### config.mk
export PLATFORM = sky130hd
export DESIGN_NAME = alsf_merge_flat
export DESIGN_NICKNAME = d
export VERILOG_FILES = /design/src/design/alsf_pkg.sv /design/src/design/alsf_if.sv /design/src/design/alsf_merge.sv /design/src/flat_wrapper.sv
export SDC_FILE = /design/constraint.sdc
export NUM_CORES = 1
export LEC_CHECK = 0
export BUFFER_PORTS_ARGS = -buffer_cell sky130_fd_sc_hd__clkbuf_2
export CAP_MARGIN = 20
export CORE_ASPECT_RATIO = 0.7
export CORE_UTILIZATION = 43
export DETAILED_ROUTE_END_ITERATION = 10
export PLACE_DENSITY = 0.89
export SLEW_MARGIN = 20
export SYNTH_ARGS = -nofsm -noshare
export SYNTH_HDL_FRONTEND = slang
export SYNTH_SLANG_ARGS = --single-unit
export TNS_END_PERCENT = 1
### constraint.sdc
create_clock -name clk -period 2.7 [get_ports clk]
set_clock_uncertainty 0.1 [all_clocks]
set_input_delay 0.405 -clock clk [delete_from_list [all_inputs] [get_ports clk]]
set_output_delay 0.405 -clock clk [all_outputs]
set_load 0.02 [all_outputs]
### src/design/alsf_pkg.sv
// ----------------------------------------------------------------------------
// alsf_pkg: shared types and constants of the adaptive lag speed filter
// Field widths, filter depth, derived arithmetic widths and lane controls.
// ----------------------------------------------------------------------------
package alsf_pkg;

  // Number of filtered speeds kept per wheel (range 1 to 8).
  localparam int HISTORY_DEPTH = 3;

  localparam int COUNT_W    = 15;
  localparam int SPEED_W    = 16;
  localparam int COEF_W     = 16;
  localparam int CFG_IDX_W  = 1;
  localparam int CFG_DATA_W = 16;

  localparam logic [COEF_W-1:0] LAG_GAIN_RESET = 16'd1638;
  localparam logic [COEF_W-1:0] GAIN_CAP_RESET = 16'd55705;
  localparam logic [SPEED_W-1:0] SAT_LIMIT     = 16'd32767;

  // Arithmetic widths; all but PROD1_W are derived from the history depth.
  localparam int SUM_W   = SPEED_W + $clog2(HISTORY_DEPTH);
  localparam int PROD1_W = SPEED_W + COEF_W + 2;
  localparam int PROD2_W = SUM_W + COEF_W + 1;
  localparam int NUM_W   = 35 + $clog2(HISTORY_DEPTH);
  localparam int MAG_W   = NUM_W - COEF_W;
  localparam int MAGC_W  = $clog2(HISTORY_DEPTH * 32768 + 1);

  // Magnitudes at or above this quotient-scaled limit saturate anyway.
  localparam logic [MAGC_W-1:0] MAG_CLAMP = MAGC_W'(HISTORY_DEPTH * 32768);
  // Reciprocal of the depth, scaled by 2^MAGC_W and rounded down.
  localparam logic [MAGC_W:0] RECIP = (MAGC_W + 1)'((64'd1 << MAGC_W) / HISTORY_DEPTH);

  // Work steps after the accepting edge.
  localparam int NUM_STEPS = 7;

  typedef enum logic [CFG_IDX_W-1:0] {
    REG_LAG_GAIN = 1'b0,
    REG_GAIN_CAP = 1'b1
  } cfg_reg_t;

  typedef struct packed {
    logic load;
    logic calc_d;
    logic calc_gain;
    logic calc_prod;
    logic calc_num;
    logic calc_mag;
    logic calc_quot;
    logic commit;
  } lane_ctrl_t;

endpackage

### src/design/alsf_if.sv


interface alsf_out_if;
  logic                              valid;
  logic                              ready;
  logic signed [alsf_pkg::SPEED_W-1:0] left_speed;
  logic signed [alsf_pkg::SPEED_W-1:0] right_speed;

  modport source (output valid, left_speed, right_speed, input ready);
  modport sink   (input valid, left_speed, right_speed, output ready);
endinterface

### src/design/alsf_merge.sv
// ----------------------------------------------------------------------------
// alsf_merge: joins both lanes' speeds into one result transaction
// Holds a finished pair until the output register is free.
// ----------------------------------------------------------------------------
module alsf_merge (
  input  logic                                clk,
  input  logic                                rst_n,
  input  logic                                commit,
  input  logic signed [alsf_pkg::SPEED_W-1:0] left_y,
  input  logic signed [alsf_pkg::SPEED_W-1:0] right_y,
  alsf_out_if.source                          out_chan,
  output logic                                pending
);

  logic                                pending_r;
  logic                                pending_nxt;
  logic                                valid_r;
  logic                                valid_nxt;
  logic signed [alsf_pkg::SPEED_W-1:0] left_r;
  logic signed [alsf_pkg::SPEED_W-1:0] right_r;
  logic                                move;

  // The lanes hold their newest speed until the next commit, so a pending
  // pair can wait there while the output register is still occupied.
  assign move = pending_r && (!valid_r || out_chan.ready);

  always_comb begin
    pending_nxt = pending_r;
    if (commit) begin
      pending_nxt = 1'b1;
    end else if (move) begin
      pending_nxt = 1'b0;
    end
    valid_nxt = valid_r;
    if (move) begin
      valid_nxt = 1'b1;
    end else if (out_chan.ready) begin
      valid_nxt = 1'b0;
    end
  end

  always_ff @(posedge clk) begin
    if (!rst_n) begin
      pending_r <= 1'b0;
      valid_r   <= 1'b0;
    end else begin
      pending_r <= pending_nxt;
      valid_r   <= valid_nxt;
    end
  end

  always_ff @(posedge clk) begin
    if (move) begin
      left_r  <= left_y;
      right_r <= right_y;
    end
  end

  assign out_chan.valid       = valid_r;
  assign out_chan.left_speed  = left_r;
  assign out_chan.right_speed = right_r;
  assign pending              = pending_r;

endmodule
### src/flat_wrapper.sv
// flat-port wrapper written by rule: the top's interface ports become plain ports
module alsf_merge_flat 
  (clk, rst_n, commit, left_y, right_y, pending, out_chan_valid, out_chan_left_speed, out_chan_right_speed, out_chan_ready);
  alsf_out_if out_chan_i ();
  input  logic clk;
  input  logic rst_n;
  input  logic commit;
  input  logic signed [alsf_pkg::SPEED_W-1:0] left_y;
  input  logic signed [alsf_pkg::SPEED_W-1:0] right_y;
  output logic pending;
  output wire logic [$bits(out_chan_i.valid)-1:0] out_chan_valid;
  output wire logic [$bits(out_chan_i.left_speed)-1:0] out_chan_left_speed;
  output wire logic [$bits(out_chan_i.right_speed)-1:0] out_chan_right_speed;
  input wire logic [$bits(out_chan_i.ready)-1:0] out_chan_ready;
  assign out_chan_valid = out_chan_i.valid;
  assign out_chan_left_speed = out_chan_i.left_speed;
  assign out_chan_right_speed = out_chan_i.right_speed;
  assign out_chan_i.ready = out_chan_ready;
  alsf_merge u_core (.clk(clk), .rst_n(rst_n), .commit(commit), .left_y(left_y), .right_y(right_y), .out_chan(out_chan_i), .pending(pending));
endmodule
==> run_results.csv <==
group,metric,value,unit
outcome,status,"finished, final reports clean",
drt,viasPerCell,4.34,
floorplanning,rows,14,
floorplanning,ios,70,
drt,vias,651,
clock_network,clkSinkCount,34,
clock_network,cts_tree,"built",
cells_and_area,final_nets,153,
timing,hold_viol_final,0,
placement,port_buffers,69,
floorplanning,fp.coreArea,0.00222,mm2
synth,syn_avg_cell_area,25.7,um2
timing,fmax,0.704,GHz
critical_path,timing.rr.end,"u_core.out_chan.left_speed[9]",
timing,tightest_slew,386,ps
cells_and_area,most-common-layout-cells,"clkbuf_2, edfxtp_1, clkbuf_4",
global_route,antenna_found_initial,0,
clock_network,worstSkewPairLatency,330,ps
critical_path,critical_path.startpoint,"u_core.pending",
critical_path,r2r_cells,2,
synth,synth-seq-area-share,0.949,
flow_run,maxCapViolations,0,
synth,synth_seq_cells,34,
clock_network,htreeDepth,2,
drt,dr.pass1.iters,3,
drt,ant_nets,0,
timing,setup_viol,0,
critical_path,worstSetupStartpointType,"flip-flop",
min_path,hold_path.class,"primary input to flip-flop",
floorplanning,fp.dieW,61.2,um
critical_path,arrival,920,ps
drt,remaining_drc_errors,0,
timing,slew_viol_final,0,
global_route,first_global_vias,670,
synth,synthCells,41,
critical_path,r2r_slack,1410,ps
power,peakVddDrop,0.387,mV
floorplanning,die_h,43.4,um
global_route,grt_usage,0.154,
min_path,min_path_cells,1,
critical_path,worstPathMaxFanout,4,
power,leakagePower,0.656,nW
timing,fin_crit_sh,0.526,
drt,routed_wl,1810,um
cells_and_area,final_area,0.00149,mm2
placement,placed_cell_area,0.00144,mm2
critical_path,crit_required,2190,ps
critical_path,crit_chain,"clkbuf_2",
timing,min_period,1420,ps
critical_path,cpPeakStageDelay,390,ps
min_path,holdPathEnd,"u_core.out_chan.right_speed[1]",
cells_and_area,diodes,0,
critical_path,cp_top_family,"flip-flops",
critical_path,worstSetupPathType,"flip-flop to primary output",
power,power_density,643,mW/mm2
placement,place_congestion,0.701,
clock_network,cts_hold_buf,0,
cells_and_area,syn_to_final_growth,41.6,%
cells_and_area,layout_commonest_cell,"clkbuf_2",
floorplanning,initial_core_util,0.474,
clock_network,cts-buffers-inserted,5,
synth,syn_nets,77,
critical_path,slowest_stage,"dfxtp_1",
synth,synth.distinct_cells,8,
clock_network,path_clk_slew,100,ps
min_path,hold_path.startpoint,"right_y[1]",
synth,synth_area,0.00105,mm2
cells_and_area,nFillCells,175,
clock_network,cts_setup_buffers,0,
clock_network,cts_max_path_buffers,2,
timing,slew_headroom,0.743,
clock_network,cts-resized-gates,0,
drt,wl_per_cell,12.1,um
timing,setup_tns,0,ps
global_route,grt_pass1_wl,2620,um
critical_path,crit_buf_inv,1,
clock_network,cts_root_buf,"clkbuf_4",
global_route,grt_overflow,0,
critical_path,r2r_start,"u_core.out_chan.valid",
critical_path,critical_path.endpoint_type,"primary output",
synth,synth_warnings,0,
cells_and_area,drive_above_1_share,0.678,
timing,rsz0062_at_grt,"no",
floorplanning,die_area,0.00266,mm2
global_route,grt_max_degree,33,
drt,drtIter0Drc,9,
## cell usage after synthesis
library cell / number / share of area
nand2b_4: 1 / 0.013
edfxtp_1: 32 / 0.91
a21boi_2: 1 / 0.011
nand2_1: 2 / 0.0071
and2_4: 1 / 0.0083
inv_1: 1 / 0.0036
o21ai_2: 1 / 0.0083
dfxtp_1: 2 / 0.038
## per-layer routing
layer	share of wire	GRT usage	wire length, um	up-vias
met5	0	0	0	-
met2	0.48	0.226	869	49
li1	-	-	-	308
met4	0.017	0.0818	31	0
met3	0.17	0.143	309	4
met1	0.33	0.143	604	290
## worst max-delay path by stage
stage	to	depth (start not counted)
2_1_floorplan	u_core.out_chan.left_speed[0]	2
3_3_place_gp	u_core.out_chan.left_speed[11]	3
3_5_place_dp	u_core.out_chan.left_speed[11]	3
4_1_cts	pending	1
5_1_grt	out_chan_valid	1
6_report	pending	1
## state kept, by name (all words and copies together), names as in the netlist
name	cells
u_core.out_chan.left_speed	16
u_core.out_chan.right_speed	16
u_core.out_chan.valid	1
u_core.pending	1
## stage by stage
step,setup WS (ps),power [mW],instances,hold WS (ps),util
2_1_floorplan,1400,0.670,41,404,-
3_3_place_gp,1250,0.716,142,365,0.647
3_5_place_dp,1210,0.719,142,393,0.647
4_1_cts,1270,0.973,150,137,0.672
5_1_grt,1220,1.00,150,118,0.672
6_report,1280,0.961,150,146,0.672
## power breakdown
group / leakage [nW] / switching, mW / internal (mW)
Sequential: 0.316 / 0.00723 / 0.606
Clock: 0.0286 / 0.159 / 0.0967
Combinational: 0.311 / 0.0559 / 0.0359
Total: 0.656 / 0.223 / 0.738
## kinds of logic (layout without fill, tap and decap cells)
logic type      Yosys count  count (layout)  share of synthesized area
flops                    34              34                      0.949
buf+inv                   1              78                    0.00356
compound gates            2               2                     0.0190
simple gates              4               4                     0.0285
## final cells by class
cell class	instances	area (um2)	area share
sequential	34	1000	0.670
timing repair buffer	69	345	0.231
multi-input combinational	6	50.0	0.0335
tap	32	40.0	0.0268
clock buffer	5	37.5	0.0251
clock inverter	3	16.3	0.0109
inverter	1	3.75	0.00251
No activity file was read; power rests on OpenSTA's default activity.
