`src/design/alsf_pkg.sv`:
```
// ----------------------------------------------------------------------------
// alsf_pkg: shared types and constants of the adaptive lag speed filter
// Field widths, filter depth, derived arithmetic widths and lane controls.
// ----------------------------------------------------------------------------
package alsf_pkg;

  // Number of filtered speeds kept per wheel (range 1 to 8).
  localparam int HISTORY_DEPTH = 3;

  localparam int COUNT_W    = 15;
  localparam int SPEED_W    = 16;
  localparam int COEF_W     = 16;
  localparam int CFG_IDX_W  = 1;
  localparam int CFG_DATA_W = 16;

  localparam logic [COEF_W-1:0] LAG_GAIN_RESET = 16'd1638;
  localparam logic [COEF_W-1:0] GAIN_CAP_RESET = 16'd55705;
  localparam logic [SPEED_W-1:0] SAT_LIMIT     = 16'd32767;

  // Arithmetic widths; all but PROD1_W are derived from the history depth.
  localparam int SUM_W   = SPEED_W + $clog2(HISTORY_DEPTH);
  localparam int PROD1_W = SPEED_W + COEF_W + 2;
  localparam int PROD2_W = SUM_W + COEF_W + 1;
  localparam int NUM_W   = 35 + $clog2(HISTORY_DEPTH);
  localparam int MAG_W   = NUM_W - COEF_W;
  localparam int MAGC_W  = $clog2(HISTORY_DEPTH * 32768 + 1);

  // Magnitudes at or above this quotient-scaled limit saturate anyway.
  localparam logic [MAGC_W-1:0] MAG_CLAMP = MAGC_W'(HISTORY_DEPTH * 32768);
  // Reciprocal of the depth, scaled by 2^MAGC_W and rounded down.
  localparam logic [MAGC_W:0] RECIP = (MAGC_W + 1)'((64'd1 << MAGC_W) / HISTORY_DEPTH);

  // Work steps after the accepting edge.
  localparam int NUM_STEPS = 7;

  typedef enum logic [CFG_IDX_W-1:0] {
    REG_LAG_GAIN = 1'b0,
    REG_GAIN_CAP = 1'b1
  } cfg_reg_t;

  typedef struct packed {
    logic load;
    logic calc_d;
    logic calc_gain;
    logic calc_prod;
    logic calc_num;
    logic calc_mag;
    logic calc_quot;
    logic commit;
  } lane_ctrl_t;

endpackage

```
`src/design/alsf_lane.sv`:
```
// ----------------------------------------------------------------------------
// alsf_lane: one wheel's adaptive lag filter
// Multi-step datapath with the wheel's history of filtered speeds.
// ----------------------------------------------------------------------------
module alsf_lane (
  input  logic                                clk,
  input  logic                                rst_n,
  input  alsf_pkg::lane_ctrl_t                ctrl,
  input  logic signed [alsf_pkg::SPEED_W-1:0] raw,
  input  logic [alsf_pkg::COEF_W-1:0]         lag_gain,
  input  logic [alsf_pkg::COEF_W-1:0]         gain_cap,
  output logic signed [alsf_pkg::SPEED_W-1:0] speed
);

  logic signed [alsf_pkg::SPEED_W-1:0] raw_r;
  logic signed [alsf_pkg::SPEED_W-1:0] hist_r [alsf_pkg::HISTORY_DEPTH];
  logic [alsf_pkg::SPEED_W-1:0]        diff_r;
  logic signed [alsf_pkg::SUM_W-1:0]   sum_r;
  logic [alsf_pkg::COEF_W-1:0]         a_r;
  logic signed [alsf_pkg::PROD1_W-1:0] m1_r;
  logic signed [alsf_pkg::PROD2_W-1:0] m2_r;
  logic signed [alsf_pkg::NUM_W-1:0]   num_r;
  logic                                neg_r;
  logic [alsf_pkg::MAGC_W-1:0]         mag_r;
  logic [alsf_pkg::SPEED_W-1:0]        q0_r;

  logic signed [alsf_pkg::SPEED_W:0]   diff_c;
  logic [alsf_pkg::SPEED_W:0]          diff_abs;
  logic signed [alsf_pkg::SUM_W-1:0]   sum_c;
  logic [2*alsf_pkg::COEF_W-1:0]       gain_prod;
  logic [alsf_pkg::COEF_W-1:0]         a_c;
  logic [alsf_pkg::COEF_W:0]           one_minus_a;
  logic signed [alsf_pkg::PROD1_W-1:0] m1_c;
  logic signed [alsf_pkg::PROD2_W-1:0] m2_c;
  logic signed [alsf_pkg::NUM_W-1:0]   num_c;
  logic [alsf_pkg::NUM_W-1:0]          num_abs;
  logic [alsf_pkg::MAG_W-1:0]          mag_full;
  logic [alsf_pkg::MAGC_W-1:0]         mag_c;
  logic [2*alsf_pkg::MAGC_W:0]         q_prod;
  logic [alsf_pkg::MAGC_W:0]           q0_times_d;
  logic [alsf_pkg::MAGC_W:0]           rem;
  logic [alsf_pkg::SPEED_W-1:0]        q_c;
  logic [alsf_pkg::SPEED_W-1:0]        q_sat;
  logic signed [alsf_pkg::SPEED_W-1:0] y_c;

  // Jump between the raw speed and the newest filtered speed, and the
  // history sum used for the mean.
  always_comb begin
    diff_c   = (alsf_pkg::SPEED_W + 1)'(raw_r) - (alsf_pkg::SPEED_W + 1)'(hist_r[0]);
    diff_abs = diff_c[alsf_pkg::SPEED_W] ? (alsf_pkg::SPEED_W + 1)'(-diff_c)
                                         : (alsf_pkg::SPEED_W + 1)'(diff_c);
    sum_c = '0;
    for (int i = 0; i < alsf_pkg::HISTORY_DEPTH; i++) begin
      sum_c = sum_c + alsf_pkg::SUM_W'(hist_r[i]);
    end
  end

  // Blend coefficient, capped.
  assign gain_prod = (2 * alsf_pkg::COEF_W)'(diff_r) * (2 * alsf_pkg::COEF_W)'(lag_gain);
  assign a_c = (gain_prod > (2 * alsf_pkg::COEF_W)'(gain_cap)) ? gain_cap
                                                               : gain_prod[alsf_pkg::COEF_W-1:0];

  // Both products of the blend.
  assign one_minus_a = (alsf_pkg::COEF_W + 1)'(1 << alsf_pkg::COEF_W)
                       - (alsf_pkg::COEF_W + 1)'(a_r);
  assign m1_c = alsf_pkg::PROD1_W'(raw_r)
                * alsf_pkg::PROD1_W'($signed({1'b0, one_minus_a}));
  assign m2_c = alsf_pkg::PROD2_W'(sum_r) * alsf_pkg::PROD2_W'($signed({1'b0, a_r}));

  assign num_c = alsf_pkg::NUM_W'(alsf_pkg::HISTORY_DEPTH) * alsf_pkg::NUM_W'(m1_r)
                 + alsf_pkg::NUM_W'(m2_r);

  // Magnitude divided by 2^16; anything past the clamp saturates later.
  assign num_abs  = num_r[alsf_pkg::NUM_W-1] ? alsf_pkg::NUM_W'(-num_r)
                                             : alsf_pkg::NUM_W'(num_r);
  assign mag_full = num_abs[alsf_pkg::NUM_W-1:alsf_pkg::COEF_W];
  assign mag_c    = (mag_full > alsf_pkg::MAG_W'(alsf_pkg::MAG_CLAMP))
                    ? alsf_pkg::MAG_CLAMP : mag_full[alsf_pkg::MAGC_W-1:0];

  // Division by the depth: reciprocal estimate, low by at most one.
  assign q_prod = (2 * alsf_pkg::MAGC_W + 1)'(mag_r)
                  * (2 * alsf_pkg::MAGC_W + 1)'(alsf_pkg::RECIP);

  always_comb begin
    q0_times_d = (alsf_pkg::MAGC_W + 1)'(q0_r)
                 * (alsf_pkg::MAGC_W + 1)'(alsf_pkg::HISTORY_DEPTH);
    rem        = (alsf_pkg::MAGC_W + 1)'(mag_r) - q0_times_d;
    q_c        = q0_r;
    if (rem >= (alsf_pkg::MAGC_W + 1)'(alsf_pkg::HISTORY_DEPTH)) begin
      q_c = q0_r + alsf_pkg::SPEED_W'(1);
    end
    q_sat = (q_c > alsf_pkg::SAT_LIMIT) ? alsf_pkg::SAT_LIMIT : q_c;
    y_c   = neg_r ? -$signed(q_sat) : $signed(q_sat);
  end

  always_ff @(posedge clk) begin
    if (!rst_n) begin
      for (int i = 0; i < alsf_pkg::HISTORY_DEPTH; i++) begin
        hist_r[i] <= '0;
      end
    end else if (ctrl.commit) begin
      for (int i = alsf_pkg::HISTORY_DEPTH - 1; i > 0; i--) begin
        hist_r[i] <= hist_r[i-1];
      end
      hist_r[0] <= y_c;
    end
  end

  always_ff @(posedge clk) begin
    if (ctrl.load) begin
      raw_r <= raw;
    end
    if (ctrl.calc_d) begin
      diff_r <= diff_abs[alsf_pkg::SPEED_W-1:0];
      sum_r  <= sum_c;
    end
    if (ctrl.calc_gain) begin
      a_r <= a_c;
    end
    if (ctrl.calc_prod) begin
      m1_r <= m1_c;
      m2_r <= m2_c;
    end
    if (ctrl.calc_num) begin
      num_r <= num_c;
    end
    if (ctrl.calc_mag) begin
      mag_r <= mag_c;
      neg_r <= num_r[alsf_pkg::NUM_W-1];
    end
    if (ctrl.calc_quot) begin
      q0_r <= q_prod[alsf_pkg::MAGC_W +: alsf_pkg::SPEED_W];
    end
  end

  assign speed = hist_r[0];

endmodule

```
`config.mk`:
```
export PLATFORM = sky130hd
export DESIGN_NAME = alsf_lane
export DESIGN_NICKNAME = d
export VERILOG_FILES = /design/src/design/alsf_pkg.sv /design/src/design/alsf_lane.sv
export SDC_FILE = /design/constraint.sdc
export NUM_CORES = 2
export LEC_CHECK = 0
export ABC_AREA = 1
export BUFFER_PORTS_ARGS = -buffer_cell sky130_fd_sc_hd__buf_2
export CAP_MARGIN = 10
export CORE_MARGIN = 2
export CORE_UTILIZATION = 50
export CTS_BUF_LIST = sky130_fd_sc_hd__clkbuf_8
export DETAILED_ROUTE_END_ITERATION = 10
export PLACE_DENSITY = 0.77
export SLEW_MARGIN = 10
export SYNTH_ARGS = -nofsm -noshare
export SYNTH_HDL_FRONTEND = slang
export SYNTH_SLANG_ARGS = --single-unit
```
`constraint.sdc`:
```
create_clock -name clk -period 21 [get_ports clk]
set_clock_uncertainty 0.05 [all_clocks]
set_input_delay 2.1 -clock clk [delete_from_list [all_inputs] [get_ports clk]]
set_output_delay 2.1 -clock clk [all_outputs]
set_load 0.02 [all_outputs]
```
==> flow_summary.html <==
<table>
<tr><th>Metric</th><th>Value</th></tr>
<tr><th colspan="2">Cells and area</th></tr>
<tr><td>Final net count</td><td>7542</td></tr>
<tr><td>Share of post-route cells with drive strength above 1</td><td>3.956%</td></tr>
<tr><td>Area Overhead vs Synth</td><td>4.826%</td></tr>
<tr><th colspan="2">Clock tree</th></tr>
<tr><td>Number of levels in the clock H-tree</td><td>2</td></tr>
<tr><td>Number of CTS-inserted buffers</td><td>45</td></tr>
<tr><td>Number of buffers between clock root and the deepest sink</td><td>3</td></tr>
<tr><td>Clock latency at the later pin of the worst-skew pair</td><td>680 ps</td></tr>
<tr><td>Clk root buf</td><td>sky130_fd_sc_hd__clkbuf_8</td></tr>
<tr><td>Clock transition at the registers of the reported paths</td><td>60 ps</td></tr>
<tr><td>Post-CTS Setup Repair Bufs</td><td>0</td></tr>
<tr><td>Hold buffers post-CTS</td><td>0</td></tr>
<tr><td>Clock tree from TritonCTS</td><td>built</td></tr>
<tr><td>Post-cts repair resize count</td><td>0</td></tr>
<tr><td>Clock sink count</td><td>254</td></tr>
<tr><th colspan="2">Die</th></tr>
<tr><td>Height of the die</td><td>323.8 um</td></tr>
<tr><td>Rows</td><td>117</td></tr>
<tr><td>Std-Cell Core Area</td><td>101600 um^2</td></tr>
<tr><td>Die W</td><td>323.8 um</td></tr>
<tr><td>Top-level port count</td><td>74</td></tr>
<tr><td>Starting density of the core</td><td>50.32%</td></tr>
<tr><td>Die area</td><td>104800 um^2</td></tr>
<tr><th colspan="2">Setup path</th></tr>
<tr><td>Crit Path Category</td><td>primary input to flip-flop</td></tr>
<tr><td>Critical Path AT</td><td>9430 ps</td></tr>
<tr><td>Setup slack, reg-to-reg</td><td>12180 ps</td></tr>
<tr><td>Worst path max stage delay</td><td>840 ps</td></tr>
<tr><td>Buf/Inv on CP</td><td>7</td></tr>
<tr><td>Worst-path maximum fanout</td><td>17</td></tr>
<tr><td>Cell family contributing the most delay on the critical path</td><td>adder cells</td></tr>
<tr><td>Data required, critical path</td><td>21330 ps</td></tr>
<tr><td>Slowest cell on crit path</td><td>sky130_fd_sc_hd__nor2_1</td></tr>
<tr><td>Startpoint type of the worst setup path</td><td>primary input</td></tr>
<tr><td>Start of the worst register-to-register path</td><td>a_r[0]</td></tr>
<tr><td>Critical path startpoint</td><td>lag_gain[6]</td></tr>
<tr><td>Nature of the critical path endpoint</td><td>flip-flop</td></tr>
<tr><th colspan="2">STA</th></tr>
<tr><td>Transition time of the tightest slew-check pin</td><td>1157 ps</td></tr>
<tr><td>Post-route fraction of the period consumed by the critical path</td><td>43.34%</td></tr>
<tr><td>Total of endpoints with negative setup slack in the final report</td><td>0</td></tr>
<tr><td>Final count of pins violating max slew</td><td>0</td></tr>
<tr><td>Max-Slew Margin vs Limit</td><td>22.56%</td></tr>
<tr><td>Number of failing hold endpoints at the final stage</td><td>0</td></tr>
<tr><td>Maximum clock frequency</td><td>109.9 MHz</td></tr>
<tr><td>TNS Setup</td><td>0 ps</td></tr>
<tr><td>Unrepaired setup endpoints after global routing</td><td>false</td></tr>
<tr><td>Min Tclk post-route</td><td>9101 ps</td></tr>
<tr><th colspan="2">Synthesis</th></tr>
<tr><td>Synthesized instance count</td><td>6111</td></tr>
<tr><td>Sequential area share after synthesis</td><td>14.92%</td></tr>
<tr><td>Synthesized area</td><td>51120 um^2</td></tr>
<tr><td>Synthesized net count</td><td>7597</td></tr>
<tr><td>Synthesis-stage register bit count</td><td>254</td></tr>
<tr><td>Post-synthesis average cell area</td><td>8.365 um^2</td></tr>
<tr><td>Synth unique cells</td><td>60</td></tr>
<tr><td>Number of warnings issued by yosys</td><td>0</td></tr>
<tr><th colspan="2">Place</th></tr>
<tr><td>Half-perimeter wire length after placement</td><td>102700 um</td></tr>
<tr><td>Placer congestion estimate</td><td>0.9783</td></tr>
<tr><td>Count of buffers from port buffering</td><td>73</td></tr>
<tr><th colspan="2">Route</th></tr>
<tr><td>Post-route ant nets</td><td>0</td></tr>
<tr><td>First-pass iteration count of the detailed router</td><td>6</td></tr>
<tr><td>Routed wire length</td><td>122800 um</td></tr>
<tr><td>Count of unresolved DRC violations after routing</td><td>0</td></tr>
<tr><td>Per-cell via count in the routed design</td><td>5.174</td></tr>
<tr><td>Starting DRT DRC Count</td><td>2671</td></tr>
<tr><td>Drt wl/cell</td><td>16.45 um</td></tr>
<tr><td>Number of vias in the routed layout</td><td>38620</td></tr>
<tr><th colspan="2">Global route</th></tr>
<tr><td>Tot GR Track Use</td><td>24.34%</td></tr>
<tr><td>Met2 Use GR</td><td>39.46%</td></tr>
<tr><td>Fraction of met1 tracks used by global routing</td><td>32.95%</td></tr>
<tr><td>Number of antenna violations at the first check in global routing</td><td>7</td></tr>
<tr><td>Maximum number of pins on one net before global-route repair</td><td>70</td></tr>
<tr><td>Total gr overflow</td><td>0</td></tr>
<tr><td>Number of global-route vias before repair</td><td>39700</td></tr>
<tr><td>Global Route met3 Usage</td><td>4.046%</td></tr>
<tr><td>Wire length of the first global-routing pass</td><td>202600 um</td></tr>
<tr><td>Peak-usage layer in the global routing report</td><td>met2</td></tr>
<tr><th colspan="2">Min path</th></tr>
<tr><td>Hold Crit Start</td><td>m2_r[0]</td></tr>
<tr><td>Path class of the lowest-slack min-delay path</td><td>flip-flop to flip-flop</td></tr>
<tr><th colspan="2">Flow run</th></tr>
<tr><td>Maximum Capacitance Violations</td><td>0</td></tr>
<tr><th colspan="2">Run status</th></tr>
<tr><td>Status</td><td>finished, final reports clean</td></tr>
</table>
worst register-to-register path: cells and delay by family, from the launching register on:
| family | cells | cell delay (ps) |
|---|---|---|
| adders and majority gates | 8 | 3590 |
| buffers and inverters | 9 | 1270 |
| DFF | 1 | 410 |
| and+or+nand+nor | 10 | 1250 |
| AOI/OAI and AO/OA | 8 | 1980 |
final timing paths:
kind / depth (start not counted) / endpoint
worst min-delay path: 1 / num_r[0]
worst min register to register: 1 / num_r[0]
worst max-delay path: 26 / a_r[5]
worst max register to register: 35 / m1_r[30]
flip-flops by register name (all words and copies together) (netlist names):
signal	count
a_r	16
diff_r	16
hist_r	48
m1_r	34
m2_r	35
mag_r	17
neg_r	1
num_r	37
q0_r	16
raw_r	16
sum_r	18
cells by family after synthesis:
group	share of synthesized area [%]
buffers and inverters	14.30
AND/OR/NAND/NOR	14.56
adder cells (fa/ha/maj)	47.23
AO/OA/AOI/OAI	5.309
flip-flops	14.92
XOR/XNOR	3.683
placed cells by master, fill, tap and decap left out, types with 11 or more instances in the layout:
| cell | count |
|---|---|
| sky130_fd_sc_hd__nor2_1 | 289 |
| sky130_fd_sc_hd__a21boi_0 | 14 |
| sky130_fd_sc_hd__xnor2_1 | 75 |
| sky130_fd_sc_hd__nand2_2 | 11 |
| sky130_fd_sc_hd__fa_1 | 836 |
| sky130_fd_sc_hd__a21oi_2 | 13 |
| sky130_fd_sc_hd__inv_1 | 1722 |
| sky130_fd_sc_hd__buf_4 | 26 |
| sky130_fd_sc_hd__nor3_1 | 21 |
| sky130_fd_sc_hd__a21o_1 | 11 |
| sky130_fd_sc_hd__buf_2 | 73 |
| sky130_fd_sc_hd__o21a_1 | 11 |
| sky130_fd_sc_hd__nand4_1 | 43 |
| sky130_fd_sc_hd__a21oi_1 | 216 |
| sky130_fd_sc_hd__ha_1 | 592 |
| sky130_fd_sc_hd__xor2_1 | 140 |
| sky130_fd_sc_hd__o21ai_0 | 106 |
| sky130_fd_sc_hd__nand2_1 | 1293 |
| sky130_fd_sc_hd__o2111ai_1 | 19 |
| sky130_fd_sc_hd__o21bai_1 | 15 |
| sky130_fd_sc_hd__edfxtp_1 | 254 |
| sky130_fd_sc_hd__nand3_1 | 112 |
| sky130_fd_sc_hd__clkbuf_8 | 45 |
metrics by stage:
step	cells	setup slack, ps	area (um^2)	hold slack [ps]	utilization [%]
floorplan	6111	12430	51120	395.9	-
global placement	7377	11590	52540	485.4	51.71
detailed placement	7377	11360	52540	496.8	51.71
CTS	7460	12040	53580	468.4	52.74
global route	7461	11440	53580	489.4	52.74
finish	7465	11900	53590	464.7	52.75
cell type report:
class | count | area [um^2]
clock buffer | 45 | 619.3
sequential | 254 | 7627
clock inverter | 38 | 417.9
antenna | 5 | 12.51
inverter | 1719 | 6452
timing repair buffer | 99 | 560.5
multi-input combinational | 3937 | 36190
tap | 1368 | 1712
fill | 9276 | 48010
Yosys cell counts (all sizes together):
library cell | n | area (um^2)
a2111oi | 1 | 8.760
a211oi | 9 | 67.56
a21boi | 17 | 131.4
a21o | 11 | 82.58
a21oi | 229 | 1195
a221oi | 2 | 17.52
a31oi | 10 | 62.56
and2 | 3 | 18.77
and3 | 2 | 12.51
buf | 33 | 226.5
clkbuf | 168 | 630.6
clkinv | 4 | 15.01
edfxtp | 254 | 7627
fa | 836 | 16740
ha | 592 | 7407
inv | 1715 | 6437
nand2 | 1305 | 4931
nand3 | 119 | 630.6
nand3b | 11 | 86.33
nand4 | 45 | 294.0
nor2 | 304 | 1204
nor3 | 22 | 115.1
nor3b | 3 | 22.52
nor4 | 9 | 71.32
o2111a | 1 | 11.26
o2111ai | 19 | 166.4
o211a | 1 | 10.01
o211ai | 6 | 50.05
o21a | 11 | 82.58
o21ai | 125 | 670.7
o21bai | 16 | 123.9
o221ai | 3 | 26.28
o31ai | 1 | 7.510
or2 | 8 | 52.55
or3 | 1 | 6.260
xnor2 | 75 | 656.9
xor2 | 140 | 1226
metal layers:
| layer | wire length (um) | part of all wire (%) | vias to the layer above |
|---|---|---|---|
| li1 | - | - | 18080 |
| met1 | 51450 | 42 | 18910 |
| met2 | 56790 | 46 | 1369 |
| met3 | 9778 | 8.0 | 257 |
| met4 | 4750 | 3.9 | 8 |
| met5 | 41 | 0.033 | - |
Power is left out: the tool's default activity adds up to more than one toggle a clock period on the data nets, which glitch-free logic cannot reach.
